==> src/rtl/core/rms_pkg.sv <==
// Shared widths, constants and types for the rolling mean and deviation block.
`default_nettype none

package rms_pkg;

   localparam int SAMPLE_BITS = 16;
   localparam int COUNT_BITS  = 7;
   localparam int SLOT_BITS   = 6;
   localparam int SUM_BITS    = 23;
   localparam int SQSUM_BITS  = 37;
   localparam int MAG_BITS    = 22;
   localparam int PROD_BITS   = 2 * MAG_BITS;
   localparam int ACC_BITS    = 43;
   localparam int OUT_BITS    = 24;

   localparam logic [COUNT_BITS-1:0] WINDOW_MAX   = 7'd64;
   localparam logic [COUNT_BITS-1:0] WINDOW_MIN   = 7'd2;
   localparam logic [COUNT_BITS-1:0] WINDOW_RESET = 7'd16;

   // serial divider: one quotient bit per cycle
   localparam int DIV_BITS  = 59;
   localparam int DVSR_BITS = 12;
   localparam int STEP_BITS = 6;
   localparam logic [STEP_BITS-1:0] MEAN_STEPS = 6'd30;
   localparam logic [STEP_BITS-1:0] VAR_STEPS  = 6'd59;

   // serial square root: one root bit per cycle
   localparam int RAD_BITS      = 48;
   localparam int ROOT_BITS     = 24;
   localparam int ROOT_CNT_BITS = 5;
   localparam logic [ROOT_CNT_BITS-1:0] ROOT_STEPS = 5'd24;

   localparam logic [2:0] MUL_LAST = 3'd6;

   typedef struct packed {
      logic                  start;
      logic [STEP_BITS-1:0]  steps;
      logic [DVSR_BITS-1:0]  divisor;
      logic [DIV_BITS-1:0]   dividend;
   } div_cmd_type;

   typedef enum logic [3:0] {
      ST_IDLE,
      ST_SQNEW,
      ST_SQOLD,
      ST_SQSUM,
      ST_PREP,
      ST_NMUL,
      ST_MDIV,
      ST_DPREP,
      ST_QDIV,
      ST_ROOT,
      ST_OUT
   } state_type;

endpackage

`default_nettype wire

==> src/rtl/core/rms_div.sv <==
// Restoring bit-serial divider, dividend pre-aligned so the quotient lands in the low bits.
`default_nettype none

module rms_div (
   input  wire logic                              clock,
   input  wire logic                              reset,
   input  wire rms_pkg::div_cmd_type              cmd,
   output logic                                   done,
   output logic [rms_pkg::DIV_BITS-1:0]           quotient
);

   logic                              busy_ff;
   logic                              done_ff;
   logic [rms_pkg::STEP_BITS-1:0]     cnt_ff;
   logic [rms_pkg::DIV_BITS-1:0]      work_ff;
   logic [rms_pkg::DVSR_BITS-1:0]     rem_ff;
   logic [rms_pkg::DVSR_BITS-1:0]     dvsr_ff;

   logic [rms_pkg::DVSR_BITS:0]       trial;
   logic [rms_pkg::DVSR_BITS:0]       diff;
   logic                              ge;
   logic [rms_pkg::DVSR_BITS-1:0]     rem_in;
   logic [rms_pkg::DIV_BITS-1:0]      work_in;

   always_comb begin
      trial   = {rem_ff, work_ff[rms_pkg::DIV_BITS-1]};
      diff    = trial - {1'b0, dvsr_ff};
      ge      = (trial >= {1'b0, dvsr_ff});
      // the partial remainder stays below the divisor, so it fits back in DVSR_BITS
      rem_in  = ge ? diff[rms_pkg::DVSR_BITS-1:0] : trial[rms_pkg::DVSR_BITS-1:0];
      work_in = {work_ff[rms_pkg::DIV_BITS-2:0], ge};
   end

   always_ff @(posedge clock) begin
      if (reset) begin
         busy_ff <= 1'b0;
         done_ff <= 1'b0;
         cnt_ff  <= '0;
      end else begin
         done_ff <= 1'b0;
         if (cmd.start) begin
            busy_ff <= 1'b1;
            cnt_ff  <= cmd.steps;
         end else if (busy_ff) begin
            cnt_ff <= cnt_ff - 1'b1;
            if (cnt_ff == {{(rms_pkg::STEP_BITS-1){1'b0}}, 1'b1}) begin
               busy_ff <= 1'b0;
               done_ff <= 1'b1;
            end
         end
      end
   end

   always_ff @(posedge clock) begin
      if (cmd.start) begin
         work_ff <= cmd.dividend;
         rem_ff  <= '0;
         dvsr_ff <= cmd.divisor;
      end else if (busy_ff) begin
         work_ff <= work_in;
         rem_ff  <= rem_in;
      end
   end

   assign done     = done_ff;
   assign quotient = work_ff;

endmodule

`default_nettype wire

==> src/rtl/core/rms_sqrt.sv <==
// Digit-by-digit integer square root, two radicand bits per cycle.
`default_nettype none

module rms_sqrt (
   input  wire logic                           clock,
   input  wire logic                           reset,
   input  wire logic                           start,
   input  wire logic [rms_pkg::RAD_BITS-1:0]   radicand,
   output logic                                done,
   output logic [rms_pkg::ROOT_BITS-1:0]       root
);

   localparam int REM_BITS = rms_pkg::ROOT_BITS + 2;

   logic                                 busy_ff;
   logic                                 done_ff;
   logic [rms_pkg::ROOT_CNT_BITS-1:0]    cnt_ff;
   logic [rms_pkg::RAD_BITS-1:0]         rad_ff;
   logic [REM_BITS-1:0]                  rem_ff;
   logic [rms_pkg::ROOT_BITS-1:0]        root_ff;

   logic [REM_BITS+1:0]                  shifted;
   logic [REM_BITS+1:0]                  trial;
   logic [REM_BITS+1:0]                  diff;
   logic                                 ge;

   always_comb begin
      shifted = {rem_ff, rad_ff[rms_pkg::RAD_BITS-1 -: 2]};
      trial   = {2'b00, root_ff, 2'b01};
      diff    = shifted - trial;
      ge      = (shifted >= trial);
   end

   always_ff @(posedge clock) begin
      if (reset) begin
         busy_ff <= 1'b0;
         done_ff <= 1'b0;
         cnt_ff  <= '0;
      end else begin
         done_ff <= 1'b0;
         if (start) begin
            busy_ff <= 1'b1;
            cnt_ff  <= rms_pkg::ROOT_STEPS;
         end else if (busy_ff) begin
            cnt_ff <= cnt_ff - 1'b1;
            if (cnt_ff == {{(rms_pkg::ROOT_CNT_BITS-1){1'b0}}, 1'b1}) begin
               busy_ff <= 1'b0;
               done_ff <= 1'b1;
            end
         end
      end
   end

   always_ff @(posedge clock) begin
      if (start) begin
         rad_ff  <= radicand;
         rem_ff  <= '0;
         root_ff <= '0;
      end else if (busy_ff) begin
         rad_ff  <= {rad_ff[rms_pkg::RAD_BITS-3:0], 2'b00};
         // remainder never exceeds twice the root, so the top two bits drop safely
         rem_ff  <= ge ? diff[REM_BITS-1:0] : shifted[REM_BITS-1:0];
         root_ff <= {root_ff[rms_pkg::ROOT_BITS-2:0], ge};
      end
   end

   assign done = done_ff;
   assign root = root_ff;

endmodule

`default_nettype wire

==> src/rtl/core/rolling_mean_std.sv <==
// Top level: sliding-window mean and sample standard deviation of signed samples.
`default_nettype none

// Keeps the last N samples (N = window length register, 2..64, reset 16; writes
// outside that range are clamped) with a running sum and sum of squares. Each
// request gives one response: samples held, mean (8 fraction bits, truncated toward
// zero) and sample standard deviation (8 fraction bits, floored; std_valid low and
// deviation zero while fewer than two samples are held). One request is processed
// at a time. Each runs a 30-step serial division for the mean and, with two or
// more samples held, a 59-step serial division for the variance and a 24-step
// serial square root, each one quotient or root bit per cycle, amid sequencing
// states. A finished response waits in its output register while the next
// request is taken, so the next request can be taken in the same cycle that the
// response appears; a response still stalled when the next one is ready holds
// the block until taken.
// Writing the window length empties the window; write it only while no request is
// in flight.
module rolling_mean_std (
   input  wire logic                clock,
   input  wire logic                reset,
   input  wire logic                csr_write_en,
   input  wire logic [6:0]          csr_write_data,
   input  wire logic                req_valid,
   output logic                     req_stall,
   input  wire logic signed [15:0]  req_sample,
   output logic                     rsp_valid,
   input  wire logic                rsp_stall,
   output logic [6:0]               rsp_held_count,
   output logic signed [23:0]       rsp_window_mean,
   output logic [23:0]              rsp_window_std,
   output logic                     rsp_std_valid
);

   localparam int CB = rms_pkg::COUNT_BITS;

   rms_pkg::state_type state_ff, state_in;

   logic [CB-1:0]                         window_length_ff;
   logic [rms_pkg::SLOT_BITS-1:0]         write_slot_ff;
   logic [CB-1:0]                         fill_count_ff;
   logic signed [rms_pkg::SUM_BITS-1:0]   sum_ff;
   logic [rms_pkg::SQSUM_BITS-1:0]        sqsum_ff;

   logic signed [rms_pkg::SAMPLE_BITS-1:0] ring_mem [rms_pkg::WINDOW_MAX];

   logic signed [rms_pkg::SAMPLE_BITS-1:0] sample_ff;
   logic signed [rms_pkg::SAMPLE_BITS-1:0] old_ff;
   logic                                   full_ff;
   logic [rms_pkg::PROD_BITS-1:0]          prod_ff;
   logic [rms_pkg::ACC_BITS-1:0]           mcand_ff;
   logic [rms_pkg::ACC_BITS-1:0]           acc_ff;
   logic [CB-1:0]                          mplier_ff;
   logic [2:0]                             mcnt_ff;
   logic [rms_pkg::DVSR_BITS-1:0]          m_ff;
   logic                                   neg_ff;
   logic signed [rms_pkg::OUT_BITS-1:0]    mean_ff;
   logic [rms_pkg::OUT_BITS-1:0]           std_ff;
   logic                                   sv_ff;

   logic                                   rsp_valid_ff;
   logic [CB-1:0]                          rsp_count_ff;
   logic signed [rms_pkg::OUT_BITS-1:0]    rsp_mean_ff;
   logic [rms_pkg::OUT_BITS-1:0]           rsp_std_ff;
   logic                                   rsp_sv_ff;

   logic                                   accept;
   logic                                   full;
   logic [CB-1:0]                          slot_next;
   logic [CB-1:0]                          window_in;
   logic [rms_pkg::SAMPLE_BITS-1:0]        new_mag;
   logic [rms_pkg::SAMPLE_BITS-1:0]        old_mag;
   logic [rms_pkg::MAG_BITS-1:0]           sum_mag;
   logic [rms_pkg::MAG_BITS-1:0]           mul_a;
   logic [rms_pkg::PROD_BITS-1:0]          mul_p;
   logic [rms_pkg::ACC_BITS-1:0]           spread;
   logic [2*CB-1:0]                        pair_count;
   logic                                   out_free;
   logic                                   load_out;
   logic                                   sqrt_start;

   rms_pkg::div_cmd_type                   div_cmd;
   logic                                   div_done;
   logic [rms_pkg::DIV_BITS-1:0]           div_quot;
   logic                                   sqrt_done;
   logic [rms_pkg::ROOT_BITS-1:0]          sqrt_root;

   rms_div u_div (
      .clock    (clock),
      .reset    (reset),
      .cmd      (div_cmd),
      .done     (div_done),
      .quotient (div_quot)
   );

   rms_sqrt u_sqrt (
      .clock    (clock),
      .reset    (reset),
      .start    (sqrt_start),
      .radicand (div_quot[rms_pkg::RAD_BITS-1:0]),
      .done     (sqrt_done),
      .root     (sqrt_root)
   );

   assign req_stall = (state_ff != rms_pkg::ST_IDLE);
   assign accept    = req_valid && !req_stall;
   assign full      = (fill_count_ff >= window_length_ff);
   assign slot_next = {1'b0, write_slot_ff} + 1'b1;
   assign out_free  = !rsp_valid_ff || !rsp_stall;

   always_comb begin
      if (csr_write_data < rms_pkg::WINDOW_MIN) begin
         window_in = rms_pkg::WINDOW_MIN;
      end else if (csr_write_data > rms_pkg::WINDOW_MAX) begin
         window_in = rms_pkg::WINDOW_MAX;
      end else begin
         window_in = csr_write_data;
      end
   end

   // magnitudes feeding the shared squarer
   always_comb begin
      new_mag    = sample_ff[rms_pkg::SAMPLE_BITS-1] ? rms_pkg::SAMPLE_BITS'(-sample_ff)
                                                     : rms_pkg::SAMPLE_BITS'(sample_ff);
      old_mag    = old_ff[rms_pkg::SAMPLE_BITS-1] ? rms_pkg::SAMPLE_BITS'(-old_ff)
                                                  : rms_pkg::SAMPLE_BITS'(old_ff);
      sum_mag    = sum_ff[rms_pkg::SUM_BITS-1] ? rms_pkg::MAG_BITS'(-sum_ff)
                                               : rms_pkg::MAG_BITS'(sum_ff);
      case (state_ff)
         rms_pkg::ST_SQNEW: mul_a = {{(rms_pkg::MAG_BITS-rms_pkg::SAMPLE_BITS){1'b0}}, new_mag};
         rms_pkg::ST_SQOLD: mul_a = {{(rms_pkg::MAG_BITS-rms_pkg::SAMPLE_BITS){1'b0}}, old_mag};
         default:           mul_a = sum_mag;
      endcase
      mul_p      = mul_a * mul_a;
      pair_count = fill_count_ff * (fill_count_ff - 1'b1);
      // n*sumsq - sum^2, never negative in exact arithmetic
      if ({1'b0, acc_ff} >= prod_ff) begin
         spread = rms_pkg::ACC_BITS'({1'b0, acc_ff} - prod_ff);
      end else begin
         spread = '0;
      end
   end

   // sequencer
   always_comb begin
      state_in         = state_ff;
      div_cmd.start    = 1'b0;
      div_cmd.steps    = rms_pkg::MEAN_STEPS;
      div_cmd.divisor  = {{(rms_pkg::DVSR_BITS-CB){1'b0}}, fill_count_ff};
      div_cmd.dividend = {sum_mag, 8'b0, 29'b0};
      sqrt_start       = 1'b0;
      load_out         = 1'b0;
      case (state_ff)
         rms_pkg::ST_IDLE: begin
            if (accept) state_in = rms_pkg::ST_SQNEW;
         end
         rms_pkg::ST_SQNEW: state_in = rms_pkg::ST_SQOLD;
         rms_pkg::ST_SQOLD: state_in = rms_pkg::ST_SQSUM;
         rms_pkg::ST_SQSUM: state_in = rms_pkg::ST_PREP;
         rms_pkg::ST_PREP: begin
            div_cmd.start = 1'b1;
            state_in      = rms_pkg::ST_NMUL;
         end
         rms_pkg::ST_NMUL: begin
            if (mcnt_ff == rms_pkg::MUL_LAST) state_in = rms_pkg::ST_MDIV;
         end
         rms_pkg::ST_MDIV: begin
            if (div_done) state_in = rms_pkg::ST_DPREP;
         end
         rms_pkg::ST_DPREP: begin
            if (fill_count_ff < rms_pkg::WINDOW_MIN) begin
               state_in = rms_pkg::ST_OUT;
            end else begin
               div_cmd.start    = 1'b1;
               div_cmd.steps    = rms_pkg::VAR_STEPS;
               div_cmd.divisor  = m_ff;
               div_cmd.dividend = {spread, 16'b0};
               state_in         = rms_pkg::ST_QDIV;
            end
         end
         rms_pkg::ST_QDIV: begin
            if (div_done) begin
               sqrt_start = 1'b1;
               state_in   = rms_pkg::ST_ROOT;
            end
         end
         rms_pkg::ST_ROOT: begin
            if (sqrt_done) state_in = rms_pkg::ST_OUT;
         end
         rms_pkg::ST_OUT: begin
            if (out_free) begin
               load_out = 1'b1;
               state_in = rms_pkg::ST_IDLE;
            end
         end
         default: state_in = rms_pkg::ST_IDLE;
      endcase
   end

   always_ff @(posedge clock) begin
      if (reset) begin
         state_ff <= rms_pkg::ST_IDLE;
      end else begin
         state_ff <= state_in;
      end
   end

   // window state and running sums
   always_ff @(posedge clock) begin
      if (reset) begin
         window_length_ff <= rms_pkg::WINDOW_RESET;
         write_slot_ff    <= '0;
         fill_count_ff    <= '0;
         sum_ff           <= '0;
         sqsum_ff         <= '0;
      end else if (csr_write_en) begin
         window_length_ff <= window_in;
         write_slot_ff    <= '0;
         fill_count_ff    <= '0;
         sum_ff           <= '0;
         sqsum_ff         <= '0;
      end else begin
         if (accept) begin
            write_slot_ff <= (slot_next >= window_length_ff) ? '0
                                                             : slot_next[rms_pkg::SLOT_BITS-1:0];
            if (!full) fill_count_ff <= fill_count_ff + 1'b1;
         end
         case (state_ff)
            rms_pkg::ST_SQNEW: begin
               sum_ff <= sum_ff + {{(rms_pkg::SUM_BITS-rms_pkg::SAMPLE_BITS){sample_ff[15]}},
                                   sample_ff}
                                - (full_ff ? {{(rms_pkg::SUM_BITS-rms_pkg::SAMPLE_BITS){old_ff[15]}},
                                              old_ff}
                                           : {rms_pkg::SUM_BITS{1'b0}});
            end
            rms_pkg::ST_SQOLD: sqsum_ff <= sqsum_ff + prod_ff[rms_pkg::SQSUM_BITS-1:0];
            rms_pkg::ST_SQSUM: begin
               // prod_ff holds the square of the sample that drops out
               if (full_ff) sqsum_ff <= sqsum_ff - prod_ff[rms_pkg::SQSUM_BITS-1:0];
            end
            default: ;
         endcase
      end
   end

   // sample store: read of the outgoing slot before it is overwritten
   always_ff @(posedge clock) begin
      if (accept) begin
         old_ff                  <= ring_mem[write_slot_ff];
         ring_mem[write_slot_ff] <= req_sample;
      end
   end

   // arithmetic datapath
   always_ff @(posedge clock) begin
      case (state_ff)
         rms_pkg::ST_IDLE: begin
            if (accept) begin
               sample_ff <= req_sample;
               full_ff   <= full;
            end
         end
         rms_pkg::ST_SQNEW, rms_pkg::ST_SQOLD, rms_pkg::ST_SQSUM: prod_ff <= mul_p;
         rms_pkg::ST_PREP: begin
            mcand_ff  <= {{(rms_pkg::ACC_BITS-rms_pkg::SQSUM_BITS){1'b0}}, sqsum_ff};
            mplier_ff <= fill_count_ff;
            acc_ff    <= '0;
            mcnt_ff   <= '0;
            m_ff      <= pair_count[rms_pkg::DVSR_BITS-1:0];
            neg_ff    <= sum_ff[rms_pkg::SUM_BITS-1];
         end
         rms_pkg::ST_NMUL: begin
            // n * sumsq, one multiplier bit per cycle
            if (mplier_ff[0]) acc_ff <= acc_ff + mcand_ff;
            mcand_ff  <= {mcand_ff[rms_pkg::ACC_BITS-2:0], 1'b0};
            mplier_ff <= {1'b0, mplier_ff[CB-1:1]};
            mcnt_ff   <= mcnt_ff + 1'b1;
         end
         rms_pkg::ST_MDIV: begin
            if (div_done) begin
               mean_ff <= neg_ff ? $signed(-div_quot[rms_pkg::OUT_BITS-1:0])
                                 : $signed(div_quot[rms_pkg::OUT_BITS-1:0]);
            end
         end
         rms_pkg::ST_DPREP: begin
            std_ff <= '0;
            sv_ff  <= 1'b0;
         end
         rms_pkg::ST_ROOT: begin
            if (sqrt_done) begin
               std_ff <= sqrt_root;
               sv_ff  <= 1'b1;
            end
         end
         default: ;
      endcase
   end

   // output register
   always_ff @(posedge clock) begin
      if (reset) begin
         rsp_valid_ff <= 1'b0;
      end else if (load_out) begin
         rsp_valid_ff <= 1'b1;
      end else if (!rsp_stall) begin
         rsp_valid_ff <= 1'b0;
      end
   end

   always_ff @(posedge clock) begin
      if (load_out) begin
         rsp_count_ff <= fill_count_ff;
         rsp_mean_ff  <= mean_ff;
         rsp_std_ff   <= std_ff;
         rsp_sv_ff    <= sv_ff;
      end
   end

   assign rsp_valid       = rsp_valid_ff;
   assign rsp_held_count  = rsp_count_ff;
   assign rsp_window_mean = rsp_mean_ff;
   assign rsp_window_std  = rsp_std_ff;
   assign rsp_std_valid   = rsp_sv_ff;

`ifndef SYNTHESIS
   a_fill_bound: assert property (@(posedge clock) disable iff (reset)
      fill_count_ff <= window_length_ff)
      else $error("fill count above window length");

   a_slot_bound: assert property (@(posedge clock) disable iff (reset)
      {1'b0, write_slot_ff} < window_length_ff)
      else $error("write slot outside window");

   a_div_done_state: assert property (@(posedge clock) disable iff (reset)
      div_done |-> (state_ff == rms_pkg::ST_MDIV || state_ff == rms_pkg::ST_QDIV))
      else $error("divider finished outside a wait state");

   a_root_done_state: assert property (@(posedge clock) disable iff (reset)
      sqrt_done |-> state_ff == rms_pkg::ST_ROOT)
      else $error("square root finished outside its wait state");

   a_std_needs_two: assert property (@(posedge clock) disable iff (reset)
      (rsp_valid && rsp_std_valid) |-> rsp_held_count >= rms_pkg::WINDOW_MIN)
      else $error("deviation flagged valid with fewer than two samples");
`endif

endmodule

`default_nettype wire

==> config.mk <==
export PLATFORM = sky130hd
export DESIGN_NAME = rolling_mean_std
export DESIGN_NICKNAME = d
export VERILOG_FILES = /design/src/rtl/core/rms_pkg.sv /design/src/rtl/core/rms_div.sv /design/src/rtl/core/rms_sqrt.sv /design/src/rtl/core/rolling_mean_std.sv
export SDC_FILE = /design/constraint.sdc
export NUM_CORES = 2
export LEC_CHECK = 0
export ABC_CLOCK_PERIOD_IN_PS = 9050
export BUFFER_PORTS_ARGS = -buffer_cell sky130_fd_sc_hd__buf_2
export CAP_MARGIN = 20
export CELL_PAD_IN_SITES_DETAIL_PLACEMENT = 1
export CELL_PAD_IN_SITES_GLOBAL_PLACEMENT = 2
export CORE_MARGIN = 2
export CORE_UTILIZATION = 40
export CTS_CLUSTER_SIZE = 16
export DETAILED_ROUTE_END_ITERATION = 6
export GPL_ROUTABILITY_DRIVEN = 0
export PLACE_DENSITY_LB_ADDON = 0.1
export SYNTH_ARGS = -nofsm -noshare
export SYNTH_HDL_FRONTEND = slang
export SYNTH_SLANG_ARGS = --single-unit
==> constraint.sdc <==
create_clock -name clock -period 9.05 [get_ports clock]
set_clock_uncertainty 0.1 [all_clocks]
set_input_delay 0.4525 -clock clock [delete_from_list [all_inputs] [get_ports clock]]
set_output_delay 0.4525 -clock clock [all_outputs]
set_load 0.03 [all_outputs]
After elaboration in Yosys (flattened, before gate mapping)
Memory sizes are Yosys's and may differ from the RTL's. A register that Yosys moved wholly into a read port is not among the register bits. Index checks and enable logic that the tools add are counted. W data, S select, Z words.

Memory bits (read-only): 0. Register bits: 556. Input bits: 28. Memory bits (writable): 1024. Memories kept: 1. Latch bits: 0. Output and inout port bits: 58.

Memories: ring_mem (words 64, width 16, rd ports 1, clocked after memory_dff 1, write ports 1, line rolling_mean_std.sv:44) `logic signed [rms_pkg::SAMPLE_BITS-1:0] ring_mem [rms_pkg::WINDOW_MAX];`.

Div/mod/pow operators: 0. $lt $le $gt $ge: 8. Multiplexer cells: 58. Bitwise logic cells: 4. Add/subtract/negate cells: 18. $mul: 2. Reduce and logical (&&, ||, !) cells: 25. Equality and inequality tests: 22. Shift-type cells: 0.

Operators with widths (count): $pmux W43 S2 (2); $mux W59 (2); $mux W48 (2); $mux W43 (2); $mux W78 (1); $mux W77 (1); $pmux W37 S2 (1); $mux W24 (2); $pmux W24 S2 (1); $ge A43 B44 Y1 (1); $mul A22 B22 Y44 (1); $pmux W22 S2 (1); $pmux W4 S11 (1); $add A43 B43 Y43 (1); $sub A43 B43 Y43 (1); $add A37 B37 Y37 (1); $mux W37 (1); $sub A37 B37 Y37 (1); $mux W16 (2); $neg A16 Y16 (2); $ge A28 B26 Y1 (1); $mux W26 (1); $sub A26 B26 Y26 (1); $mux W4 (6); other kinds (47) (101).

Depth between registers and ports, before layout
Depth after elaboration: 5. Mapped depth: 37. Mapped depth without buffers: 35.

Cells and area by module
From an unflattened synthesis, not the netlist that was laid out.

Cell total of the unflattened synthesis: 7307. Area, all modules: 87397.6 µm².

By module, submodules not included: rolling_mean_std (area each 77131.5 µm², cells each 6391, seq. area each 41129.4 µm², instances 1); rms_sqrt (area each 5899.4 µm², cells each 588, seq. area each 2582.5 µm², instances 1); rms_div (area each 4366.7 µm², cells each 328, seq. area each 2532.4 µm², instances 1).

Least setup slack after synthesis
Ideal clock, no wire load.

Kind: register to register. From: reg sum_ff[0] (netlist name). To: reg prod_ff[41] (netlist name), data pin. Clock period less this slack: 9038 ps. Data arrival time: 8680 ps. Setup time: 258 ps. Stages on the path, launching flop included: 36. Setup slack: 12 ps. Cell sequence: dfxtp_1 -> inv_1 -> ha_1 -> or3b_1 -> or3_4 -> o41ai_4 -> xnor2_1 -> and2_4 -> or3_1 -> buf_6 -> clkinv_8 -> buf_6 -> nor2_1 -> fa_1 -> fa_1 -> inv_1 -> fa_1 -> inv_1 -> fa_1 -> fa_1 -> fa_1 -> inv_1 -> fa_1 -> inv_1 -> ha_1 -> clkbuf_1 -> a21oi_1 -> o21ai_0 -> nor2_1 -> a211oi_1 -> o21ai_0 -> a41oi_1 -> or4b_2 -> a31o_2 -> a21oi_1 -> xnor2_1.

Cells in the longest elaborated chain, start to end: 4.

Ends and longest elaborated chain: start, declared (line rolling_mean_std.sv:41) `logic signed [rms_pkg::SUM_BITS-1:0] sum_ff;`; start signal, assigned (line rolling_mean_std.sv:229) `sum_ff <= sum_ff + {{(rms_pkg::SUM_BITS-rms_pkg::SAMPLE_BITS){sample_ff[15]}},`; $neg A22 Y22 (line rolling_mean_std.sv:126) `sum_mag = sum_ff[rms_pkg::SUM_BITS-1] ? rms_pkg::MAG_BITS'(-sum_ff)`; $mux W22 * (line rolling_mean_std.sv:126); $pmux W22 S2 * (line rolling_mean_std.sv:128) `case (state_ff)`; $mul A22 B22 Y44 * (line rolling_mean_std.sv:133) `mul_p = mul_a * mul_a;`; net mul_p (one bit) (line rolling_mean_std.sv:74) `logic [rms_pkg::PROD_BITS-1:0] mul_p;`; end signal, assigned (line rolling_mean_std.sv:262) `rms_pkg::ST_SQNEW, rms_pkg::ST_SQOLD, rms_pkg::ST_SQSUM: prod_ff <= mul_p;`; end, declared (line rolling_mean_std.sv:49) `logic [rms_pkg::PROD_BITS-1:0] prod_ff;`.

The timed path passes the listed nets; every way through them passes the cells marked *. A chain may end at the register's enable or synchronous reset.

Worst setup path in the final report
From: reg old_ff[0] (netlist name), read port of ring_mem. To: reg prod_ff[41] (netlist name), data pin.

Cells in the longest elaborated chain, start to end: 4.

Ends and longest elaborated chain: start, declared (line rolling_mean_std.sv:47) `logic signed [rms_pkg::SAMPLE_BITS-1:0] old_ff;`; $neg A16 Y16 (line rolling_mean_std.sv:124) `old_mag = old_ff[rms_pkg::SAMPLE_BITS-1] ? rms_pkg::SAMPLE_BITS'(-old_ff)`; $mux W16 * (line rolling_mean_std.sv:124); $pmux W22 S2 * (line rolling_mean_std.sv:128); $mul A22 B22 Y44 * (line rolling_mean_std.sv:133); net mul_p (one bit) (line rolling_mean_std.sv:74).

Marks and branches as above.

==> flow_metrics.env <==
export IMPL_synth_most_common_cell="edfxtp_1"
export IMPL_antenna_found_initial=7
export IMPL_synth_compound_area_share_pct=13.1
export IMPL_final_max_slew_viol_count=0
export IMPL_nFillCells=22700
export IMPL_synth_xor_xnor_area_share_pct=3.61
export IMPL_h_tree_depth=4
export IMPL_synthArstFlopShare_pct=0
export IMPL_cp_arrival_ps=9450
export IMPL_area_delta_synth_final_pct=15.8
export IMPL_wire_per_inst_um=25.8
export IMPL_ff_latch_area_sq_um=46300
export IMPL_synth_seq_cells=1594
export IMPL_critical_path_slowest_cell="or4b_4"
export IMPL_power_density_nw_per_um2=254
export IMPL_first_pass_iters=5
export IMPL_min_path_cells=6
export IMPL_synth_cell_types=94
export IMPL_nets=8712
export IMPL_synth_seq_area_share_pct=53.3
export IMPL_final_cells=10900
export IMPL_r2r_cells=32
export IMPL_synth_top_family_by_area="adder cells"
export IMPL_die_w_um=470
export IMPL_max_cap_viol_count=0
export IMPL_critPathLaunchType="flop"
export IMPL_reg2reg_from="old_ff[0]"
export IMPL_synthTopCellsByCount="1,432 x edfxtp_1, 756 x inv_1, 693 x nand2_1"
export IMPL_multi_input_area_sq_um=37100
export IMPL_hold_violations=0
export IMPL_finalSetupTns_ps=0
export IMPL_dieArea_sq_um=221000
export IMPL_core_area_sq_um=217000
export IMPL_die_y_um=470
export IMPL_crit_path_max_incr_delay_ps=570
export IMPL_clkLatencyLatePin_ps=860
export IMPL_design_area_sq_um=101000
export IMPL_yosysTopAreaCell="edfxtp_1"
export IMPL_ant_nets=0
export IMPL_intPower_mw=16.6
export IMPL_synth_edf_count=1432
export IMPL_rsz0062_at_grt="true"
export IMPL_drt_total_wl_um=281000
export IMPL_power_mw=25.6
export IMPL_critical_path_class="reg -> reg"
export IMPL_fmax_mhz=111
export IMPL_cp_common_cell="fa_1"
export IMPL_port_buffers=85
export IMPL_crit_path_max_fanout=4
export IMPL_worstHoldStart="req_valid"
export IMPL_cts_buffers=175
export IMPL_cts_clk_slew_worst_paths_ps=70
export IMPL_comb_power_share_pct=38.1
export IMPL_synthTopCellsByArea="edfxtp_1 50%, fa_1 9.1%, ha_1 5.8%"
export IMPL_p_leak_nw=39.3
export IMPL_finalCriticalPeriod_ps=9040
export IMPL_setup_viol=0
export IMPL_synth_top_area_share_pct=49.5
export IMPL_clockBufferDepth=3
export IMPL_slew_headroom_pct=30.0
export IMPL_cts_tree="done"
export IMPL_p_clk_share_pct=28.0
export IMPL_gr_total_overflow=0
export IMPL_fin_crit_sh_pct=99.9
export IMPL_ir_drop_mv=0.233
export IMPL_first_iter_violations=3929
export IMPL_hpwl_um=196000
export IMPL_cp_required_ps=9460
export IMPL_timing_rr_end="prod_ff[41]"
export IMPL_grt_usage_pct=25.2
export IMPL_power_frac_seq_pct=33.8
export IMPL_std_cell_rows=171
export IMPL_initial_core_util_pct=40.1
export IMPL_synth_fa_ha_area_share_pct=15.0
export IMPL_post_dp_cell_area_sq_um=93800
export IMPL_ios=86
export IMPL_utilization_pct=46.4
export IMPL_syn_area_per_cell_sq_um=11.7
export IMPL_dp_cells=10500
export IMPL_dr_total_vias=60200
export IMPL_grt_pass1_wl_um=421000
export IMPL_grt_pass1_vias=64300
export IMPL_synth_simple_area_share_pct=9.57
export IMPL_hp_class="in -> reg"
export IMPL_netSwitchingFraction_pct=35.1
export IMPL_syn_area_sq_um=86800
export IMPL_worst_pin_slew_ps=1050
export IMPL_end_kind="flop"
export IMPL_grt_start_max_net_pins=95
export IMPL_whs_endpoint="state_ff[0]"
export IMPL_syn_inst=7394
export IMPL_p_sw_mw=8.98
export IMPL_vias_per_cell=5.53
export IMPL_clock_sinks=1594
export IMPL_syn_num_nets=8221
export IMPL_ys_warn_count=0
export IMPL_drc=0
export IMPL_layout_drive_gt1_share_pct=13.5
export IMPL_synthMuxAreaShare_pct=0.663
export IMPL_synth_main_ff_cell="edfxtp_1"
export IMPL_status="finished, final reports clean"
export IMPL_root_buffer="clkbuf_16"
export IMPL_rrSetupSlack_ps=10
==> worst max path at each step <==
| stage | endpoint | slack (ps) | from |
|---|---|---|---|
| 6_report | prod_ff[41] | 10 | old_ff[0] |
| 5_1_grt | prod_ff[42] | -310 | old_ff[1] |
| 4_1_cts | prod_ff[42] | -40 | sum_ff[3] |
| 3_5_place_dp | prod_ff[41] | -650 | old_ff[1] |
| 3_3_place_gp | prod_ff[41] | -580 | old_ff[1] |
| 2_1_floorplan | prod_ff[41] | 10 | sum_ff[0] |
==> cell usage in the layout (no fill, tap or decap), types with 117 or more instances in the layout <==
cell / instances
a21o_1: 133
a21oi_1: 341
a22oi_1: 304
a31oi_1: 117
buf_4: 516
clkbuf_16: 179
dfxtp_1: 157
edfxtp_1: 1432
fa_1: 384
ha_1: 391
inv_1: 740
nand2_1: 687
nor2_1: 470
o21ai_0: 229
xnor2_1: 237
==> stage by stage <==
stage,hold WS (ps),worst slack [ps]
2_1_floorplan,300,12.2
3_3_place_gp,302,-576
3_5_place_dp,306,-648
4_1_cts,65.5,-38.6
5_1_grt,182,-310
6_report,129,13.3
==> worst max-delay path: cells and delay by family (launching register included) <==
kind                     cells  cell delay [ps]
AND/OR/NAND/NOR              8             2410
buffers and inverters        6              380
adder cells (fa/ha/maj)      8             3700
AO/OA/AOI/OAI                9             1640
flip-flops                   1              390
XOR/XNOR                     1               70
==> cell families (layout without fill, tap and decap cells) <==
kind of cell | after synthesis | in the layout
AND/OR/NAND/NOR | 1814 | 1814
multiplexers | 57 | 57
flip-flops | 1594 | 1594
other | 0 | 4
XOR/XNOR | 352 | 352
buffers and inverters | 1108 | 1741
AO/OA/AOI/OAI | 1666 | 1666
adder cells (fa/ha/maj) | 803 | 803
==> power groups by stage <==
stage / logic (mW) / clock network [mW] / registers [mW]
after global routing: 10.9 / 7.59 / 8.67
final: 9.74 / 7.17 / 8.65
after global placement: 9.18 / 0 / 8.80
after CTS: 9.78 / 7.32 / 8.65
after detailed placement: 9.32 / 0 / 8.81
after floorplan: 5.79 / 0 / 8.70
==> sequential cells by signal (all words and copies together) (netlist names), 11 cells and up <==
signal and flops:
acc_ff 43, m_ff 11, mcand_ff 43, mean_ff 24, old_ff 16, prod_ff 43
ring_mem 1024, rsp_window_mean 24, rsp_window_std 24, sample_ff 16, sqsum_ff 37, std_ff 24
sum_ff 23, u_div.dvsr_ff 12, u_div.quotient 59, u_div.rem_ff 12, u_sqrt.rad_ff 48, u_sqrt.rem_ff 26
u_sqrt.root 24
==> layer usage <==
metal  part of all wire, %  wire length [um]  track usage, %  vias to the layer above
li1                      -                 -               -                    27600
met1                    42            119000            32.0                    31100
met2                    50            142000            44.7                     1194
met3                   3.6             10100            2.85                      378
met4                   3.6             10100            8.60                        2
met5                0.0036                10               0                        -
==> timing repair <==
item,in CTS,in global routing
pin swaps,87,42
hold buffers,19,0
endpoints found under the setup margin,18,18
resized for setup,118,42
endpoints found under the hold margin,11,0
buffers inserted,17,1
==> layout make-up <==
cell class	instances	area share, %
flip-flops and latches	1594	46.0
multi-input cells	4692	36.9
repair buffers	649	4.96
clock buffers	213	4.59
well taps	2854	3.55
inverters	773	2.92
clock inverters	106	1.11
diodes	4	0.00995
(Power assumes the default switching activity.)
